==> src/css_pkg.sv <==
`timescale 1ns / 1ps

package css_pkg;

   typedef enum logic [1:0] {
      SRC_UNSET   = 2'd0,
      SRC_SUN     = 2'd1,
      SRC_MAINS   = 2'd2,
      SRC_BATTERY = 2'd3
   } source_type;

   typedef enum logic [2:0] {
      ALERT_CLEAR    = 3'd0,
      ALERT_HOT      = 3'd1,
      ALERT_LOW      = 3'd2,
      ALERT_NOSOURCE = 3'd3,
      ALERT_CRITICAL = 3'd4
   } alert_type;

   localparam int unsigned CsrAddrWidth = 3;
   localparam int unsigned CsrDataWidth = 20;

   localparam logic [CsrAddrWidth-1:0] CSR_FULL_LEVEL     = 3'd0;
   localparam logic [CsrAddrWidth-1:0] CSR_LOW_LEVEL      = 3'd1;
   localparam logic [CsrAddrWidth-1:0] CSR_CRITICAL_LEVEL = 3'd2;
   localparam logic [CsrAddrWidth-1:0] CSR_DWELL          = 3'd3;
   localparam logic [CsrAddrWidth-1:0] CSR_HOT_LIMIT      = 3'd4;

   localparam logic [15:0] FULL_LEVEL_RESET     = 16'd14400;
   localparam logic [15:0] LOW_LEVEL_RESET      = 16'd11800;
   localparam logic [15:0] CRITICAL_LEVEL_RESET = 16'd11000;
   localparam logic [19:0] DWELL_RESET          = 20'd5000;
   localparam logic signed [11:0] HOT_LIMIT_RESET = 12'sd600;

   localparam logic [31:0] FRESH_WINDOW_MS = 32'd10000;

   localparam int unsigned ReqDataWidth = 96;
   localparam int unsigned RspDataWidth = 40;

   // first field in the highest bits
   typedef struct packed {
      logic signed [11:0] temp_decic;
      logic [31:0]        temp_read_ms;
      logic               temp_ok;
      logic [15:0]        battery_mv;
      logic               grid_seen;
      logic               daylight;
      logic               solar_seen;
      logic [31:0]        now_ms;
   } req_type;

   typedef struct packed {
      logic [1:0]  pad;
      alert_type   alert_code;
      logic [31:0] changed_at_ms;
      logic        relay_closed;
      source_type  source_now;
   } rsp_type;

endpackage

==> src/charge_source_selector_unit.sv <==
`timescale 1ns / 1ps

// Charge source selector: one sensor sample in per request, one status result out per
// request. A request is held in an input register and evaluated into the result register
// once that register is empty or being read, so the block takes one request per clock when
// not stalled; the result register lets a new request enter while a result waits on rsp_tready.
// Solar is chosen when present in daylight, grid when present below the full level, else
// battery; a new source is committed only after it has persisted for dwell_ms. Registers
// are written through the csr_ port and should only change while no request is in flight.
module charge_source_selector_unit (
   input  logic        clock,
   input  logic        reset,
   input  logic        req_tvalid,
   output logic        req_tready,
   // now_ms, solar_seen, daylight, grid_seen, battery_mv, temp_ok, temp_read_ms, temp_decic
   input  logic [css_pkg::ReqDataWidth-1:0] req_tdata,
   output logic        rsp_tvalid,
   input  logic        rsp_tready,
   // source_now, relay_closed, changed_at_ms, alert_code, two zero bits
   output logic [css_pkg::RspDataWidth-1:0] rsp_tdata,
   input  logic        csr_we,
   input  logic [css_pkg::CsrAddrWidth-1:0] csr_addr,
   input  logic [css_pkg::CsrDataWidth-1:0] csr_wdata
);

   logic [15:0]        full_level_ff;
   logic [15:0]        low_level_ff;
   logic [15:0]        critical_level_ff;
   logic [19:0]        dwell_ff;
   logic signed [11:0] hot_limit_ff;

   logic                in_valid_ff;
   css_pkg::req_type    in_data_ff;
   logic                out_valid_ff;
   css_pkg::rsp_type    out_data_ff;
   css_pkg::rsp_type    out_data_in;

   css_pkg::source_type active_ff, active_in;
   logic                relay_ff, relay_in;
   logic [31:0]         change_time_ff, change_time_in;
   css_pkg::source_type cand_ff, cand_in;
   logic [31:0]         cand_since_ff, cand_since_in;

   css_pkg::source_type desired;
   css_pkg::alert_type  alert;
   logic [31:0]         dwell_elapsed;
   logic [31:0]         temp_age;
   logic                advance;

   assign advance    = in_valid_ff && (!out_valid_ff || rsp_tready);
   assign req_tready = !in_valid_ff || advance;
   assign rsp_tvalid = out_valid_ff;
   assign rsp_tdata  = out_data_ff;

   // configuration
   always_ff @(posedge clock) begin
      if (reset) begin
         full_level_ff     <= css_pkg::FULL_LEVEL_RESET;
         low_level_ff      <= css_pkg::LOW_LEVEL_RESET;
         critical_level_ff <= css_pkg::CRITICAL_LEVEL_RESET;
         dwell_ff          <= css_pkg::DWELL_RESET;
         hot_limit_ff      <= css_pkg::HOT_LIMIT_RESET;
      end else if (csr_we) begin
         unique case (csr_addr)
            css_pkg::CSR_FULL_LEVEL:     full_level_ff     <= csr_wdata[15:0];
            css_pkg::CSR_LOW_LEVEL:      low_level_ff      <= csr_wdata[15:0];
            css_pkg::CSR_CRITICAL_LEVEL: critical_level_ff <= csr_wdata[15:0];
            css_pkg::CSR_DWELL:          dwell_ff          <= csr_wdata;
            css_pkg::CSR_HOT_LIMIT:      hot_limit_ff      <= csr_wdata[11:0];
            default: ;
         endcase
      end
   end

   // source selection and alerts
   always_comb begin
      active_in      = active_ff;
      relay_in       = relay_ff;
      change_time_in = change_time_ff;
      cand_in        = cand_ff;
      cand_since_in  = cand_since_ff;

      if (in_data_ff.solar_seen && in_data_ff.daylight) begin
         desired = css_pkg::SRC_SUN;
      end else if (in_data_ff.grid_seen && (in_data_ff.battery_mv < full_level_ff)) begin
         desired = css_pkg::SRC_MAINS;
      end else begin
         desired = css_pkg::SRC_BATTERY;
      end

      dwell_elapsed = in_data_ff.now_ms - cand_since_ff;

      if (desired == active_ff) begin
         cand_in       = active_ff;
         cand_since_in = 32'd0;
      end else if (desired != cand_ff) begin
         cand_in       = desired;
         cand_since_in = in_data_ff.now_ms;
      end else if (dwell_elapsed >= {12'd0, dwell_ff}) begin
         active_in      = desired;
         relay_in       = (desired == css_pkg::SRC_MAINS);
         change_time_in = in_data_ff.now_ms;
      end

      temp_age = in_data_ff.now_ms - in_data_ff.temp_read_ms;
      alert    = css_pkg::ALERT_CLEAR;
      if (in_data_ff.temp_ok && (temp_age <= css_pkg::FRESH_WINDOW_MS)
          && (in_data_ff.temp_decic > hot_limit_ff)) begin
         alert = css_pkg::ALERT_HOT;
      end
      if (in_data_ff.battery_mv <= low_level_ff) begin
         alert = (active_in == css_pkg::SRC_BATTERY) ? css_pkg::ALERT_NOSOURCE
                                                     : css_pkg::ALERT_LOW;
      end
      if (in_data_ff.battery_mv <= critical_level_ff) begin
         alert = css_pkg::ALERT_CRITICAL;
      end

      out_data_in.pad           = 2'b00;
      out_data_in.alert_code    = alert;
      out_data_in.changed_at_ms = change_time_in;
      out_data_in.relay_closed  = relay_in;
      out_data_in.source_now    = active_in;
   end

   always_ff @(posedge clock) begin
      if (reset) begin
         in_valid_ff    <= 1'b0;
         out_valid_ff   <= 1'b0;
         active_ff      <= css_pkg::SRC_UNSET;
         relay_ff       <= 1'b0;
         change_time_ff <= 32'd0;
         cand_ff        <= css_pkg::SRC_UNSET;
         cand_since_ff  <= 32'd0;
      end else begin
         if (req_tvalid && req_tready) begin
            in_valid_ff <= 1'b1;
         end else if (advance) begin
            in_valid_ff <= 1'b0;
         end
         if (advance) begin
            out_valid_ff   <= 1'b1;
            active_ff      <= active_in;
            relay_ff       <= relay_in;
            change_time_ff <= change_time_in;
            cand_ff        <= cand_in;
            cand_since_ff  <= cand_since_in;
         end else if (rsp_tready) begin
            out_valid_ff <= 1'b0;
         end
      end
   end

   // payload registers
   always_ff @(posedge clock) begin
      if (req_tvalid && req_tready) begin
         in_data_ff <= css_pkg::req_type'(req_tdata);
      end
      if (advance) begin
         out_data_ff <= out_data_in;
      end
   end

endmodule

==> config.mk <==
export PLATFORM = sky130hd
export DESIGN_NAME = charge_source_selector_unit
export DESIGN_NICKNAME = d
export VERILOG_FILES = /design/src/css_pkg.sv /design/src/charge_source_selector_unit.sv
export SDC_FILE = /design/constraint.sdc
export NUM_CORES = 1
export LEC_CHECK = 0
export BUFFER_PORTS_ARGS = -buffer_cell sky130_fd_sc_hd__clkbuf_2
export CELL_PAD_IN_SITES_DETAIL_PLACEMENT = 0
export CELL_PAD_IN_SITES_GLOBAL_PLACEMENT = 1
export CORE_ASPECT_RATIO = 0.5
export CORE_MARGIN = 2
export CORE_UTILIZATION = 35
export CTS_CLUSTER_DIAMETER = 150
export CTS_CLUSTER_SIZE = 40
export DETAILED_ROUTE_END_ITERATION = 10
export MAX_ROUTING_LAYER = met4
export PLACE_DENSITY_LB_ADDON = 0.1
export SLEW_MARGIN = 20
export SYNTH_ARGS = -nofsm -noshare
export SYNTH_HDL_FRONTEND = slang
export SYNTH_SLANG_ARGS = --single-unit
==> constraint.sdc <==
create_clock -name clock -period 7.5 [get_ports clock]
set_clock_uncertainty 0.2 [all_clocks]
set_input_delay 0 -clock clock [delete_from_list [all_inputs] [get_ports clock]]
set_output_delay 0 -clock clock [all_outputs]
set_load 0.05 [all_outputs]
==> impl_metrics.tcl <==
set metrics [dict create \
    slew_headroom_pct 25.8 \
    dp_hpwl_um 34700 \
    hold_violations 0 \
    cts_tree "built" \
    yosys-top-cells-area "edfxtp_1 26%, dfxtp_1 19%, ha_1 11%, a21oi_1 5.7%, nand2_1 4.7%" \
    worstReg2RegStart "in_data_ff[1]$_DFFE_PP_" \
    viasPerCell 5.11 \
    syn_area_per_cell_um2 9.59 \
    cts_sinks 285 \
    max_stage_delay_ps 580 \
    holdPathStages 2 \
    grt_pass1_vias 12800 \
    start_kind "flop" \
    die_w_um 303 \
    grt-ovfl-total 0 \
    nets 2228 \
    arrival_ps 6690 \
    power_density_nw_per_um2 170 \
    path_clk_slew_ps 150 \
    initial_utilization_pct 35.7 \
    place_congestion 0.897 \
    worst_pin_slew_ps 1100 \
    dieArea_um2 46500 \
    placed_cells 2318 \
    ys_seq_area_share_pct 45.0 \
    worst-r2r-cell-count 22 \
    ioPinCount 166 \
    crit_path_max_fanout 37 \
    outcome "complete, no violations" \
    yosys_most_used_dff "dfxtp_1" \
    r2r_slack_ps 910 \
    port_buffers 163 \
    grt_use_total_pct 20.8 \
    grt_max_degree 85 \
    fillers 4198 \
    async_flop_share_pct 0 \
    synth_area_um2 15700 \
    ir_drop_v 0.000154 \
    max_freq_ghz 0.152 \
    crit_path_top_delay_cell "nand2b_4" \
    final_cell_mix "219 x dlygate4sd3_1, 195 x nand2_1, 177 x a21oi_1, 162 x clkbuf_2, 157 x inv_1" \
    drtIter0Drc 771 \
    die_h_um 154 \
    layoutNonFillerInstCount 2555 \
    crit_path_frequent_cell "o21ai_0" \
    cts-root-buf "clkbuf_16" \
    synth_cells 1632 \
    finalWirelength_um 48000 \
    yosys.area.top_type "edfxtp_1" \
    wl_per_cell_um 18.8 \
    worstPathCellList "ha_1 -> nor2b_1 -> o2111ai_1 -> a211oi_1 -> nor2_1 -> o21ai_0 -> a21oi_1 -> o21ai_0 -> nand3_1 -> nand2_1 -> xor2_1 -> ha_1 -> a21oi_1 -> o21ai_0 -> a21oi_1 -> o21ai_0 -> nor4_1 -> o2111ai_1 -> or4b_1 -> buf_4 -> nand2b_4 -> mux2_2" \
    grt_pass1_wl_um 73400 \
    cts.path.max_buffers 3 \
    vias 13000 \
    cts_buffers 11 \
    worstReg2RegEnd "rsp_tdata[33]$_DFFE_PP_" \
    final.period_utilization_pct 87.8 \
    path_class "reg -> reg" \
    synth.distinct_cells 72 \
    tns_ps 0 \
    end_kind "flop" \
    rsz0062_at_grt "no" \
    cap_viol_max_count 0 \
    worstHoldStart "req_tdata[84]" \
    cts.htree.levels 1 \
    yosysTopAreaCellShare_pct 25.7 \
    setup-violations-final 0 \
    yosys_warnings 0 \
    row_count 54 \
    core_um2 43800 \
    route.detailed.drc 0 \
    hold_class "in -> reg" \
    layout_commonest_cell "dlygate4sd3_1" \
    drv_slew 0 \
    synth-seq-cells 285 \
    synth-edff-count 134 \
    holdPathEnd "in_data_ff[84]$_DFFE_PP_" \
    ant_nets 0 \
    antenna_found_initial 3 \
    pre_cts_ws_ps 971 \
    required_ps 7600 \
    drive_gt1_share_pct 12.2 \
    insertion_delay_ps 510 \
    worst_slack_ps 914 \
    power.leakage_nw 7.96 \
    syn_to_final_growth_pct 24.3 \
    dr.pass1.iters 4 \
    layout_min_cycle_time_ps 6590 \
]
-- metal layers --
| metal | global-route usage (%) | vias up | wire length (um) | share of wire, % |
|---|---|---|---|---|
| met3 | 2.03 | 35 | 1490 | 3.1 |
| li1 | - | 6467 | - | - |
| met5 | - | - | 0 | 0 |
| met1 | 28.6 | 6326 | 23100 | 48 |
| met2 | 34.0 | 220 | 22700 | 47 |
| met4 | 3.05 | 0 | 675 | 1.4 |
-- worst max-delay path by stage --
stage,cells after the start,slack [ps],startpoint,endpoint
global route,22,440,in_data_ff[1]$_DFFE_PP_,rsp_tdata[33]$_DFFE_PP_
finish,22,910,in_data_ff[1]$_DFFE_PP_,rsp_tdata[33]$_DFFE_PP_
global placement,22,1010,in_data_ff[1]$_DFFE_PP_,rsp_tdata[31]$_DFFE_PP_
detailed placement,22,970,in_data_ff[1]$_DFFE_PP_,rsp_tdata[33]$_DFFE_PP_
CTS,22,950,in_data_ff[1]$_DFFE_PP_,rsp_tdata[33]$_DFFE_PP_
floorplan,24,2230,in_data_ff[0]$_DFFE_PP_,rsp_tdata[10]$_DFFE_PP_
-- logic make-up (layout without fill, tap and decap cells) --
family          count (synthesis)  after routing  share of synthesized area [%]
xor+xnor                       46             46                           2.57
fa+ha+maj                     142            142                           11.4
buf+inv                       233            566                           6.17
compound gates                429            429                           17.0
mux                            39             39                           3.44
simple gates                  457            457                           14.4
other cells                     1              3                         0.0240
flops                         285            285                           45.0
-- cells in the mapped netlist, drive strengths merged, types with 7 or more instances --
cell type and instances:
a211oi 10, a211o 14, buf 22, a21oi 178, nor2b 16, o21ai 90, or2 7, o2111ai 7
nor2 62, nor3 8, o211ai 12, xor2 20, dfxtp 151, xnor2 26, and3 8, or3 7
a21o 25, nand2 195, edfxtp 134, nand4 17, nand3 67, inv 157, mux2 34, o21a 9
clkbuf 54, and4 7, nand3b 18, ha 141, a22o 32, nand2b 14
-- worst max-delay path: cells and delay by family (launching register included) --
kind	cells	cell delay, ps
AO/OA/AOI/OAI	10	2180
AND/OR/NAND/NOR	7	1930
adder cells (fa/ha/maj)	2	610
flip-flops	1	540
multiplexers	1	410
buffers and inverters	1	290
XOR/XNOR	1	150
-- state kept, by name, indices dropped and copies added (netlist names), 2 cells and up --
signal / cells
hot_limit_ff: 12
active_ff: 2
change_time_ff: 32
rsp_tdata: 38
dwell_ff: 20
cand_since_ff: 32
full_level_ff: 16
in_data_ff: 96
critical_level_ff: 16
cand_ff: 2
low_level_ff: 16
-- power by group --
group / switching (mW) / total (mW) / internal, mW / leakage [nW]
sequential: 0.0489 / 1.75 / 1.70 / 2.52
clock: 0.516 / 0.803 / 0.286 / 0.153
combinational: 0.432 / 0.754 / 0.322 / 5.28
-- final cells by class --
cell class                      count  area [um2]  area share [%]
Sequential cell                   285        7050            36.2
Antenna cell                        1        2.50          0.0129
Clock buffer                       16         294            1.51
Multi-Input combinational cell   1115        7670            39.4
Tap cell                          588         736            3.78
Timing Repair Buffer              392        3090            15.9
Inverter                          157         589            3.03
Clock inverter                      1        30.0           0.154
-- metrics by stage --
step,total power [mW],utilization [%],hold slack (ps),cell area [um2]
finish,3.30,44.4,31.2,19500
global route,3.48,44.4,4.11,19500
CTS,3.34,44.3,0.0979,19400
detailed placement,2.44,38.6,-21.4,16900
global placement,2.44,38.6,-23.0,16900
floorplan,2.22,-,-101,15700
-- timing repair --
item	CTS	global route
endpoints found under the hold margin	239	3
buffers inserted	0	0
gates resized for setup	0	0
hold buffers	216	3
No activity file was read; power rests on OpenSTA's default activity.
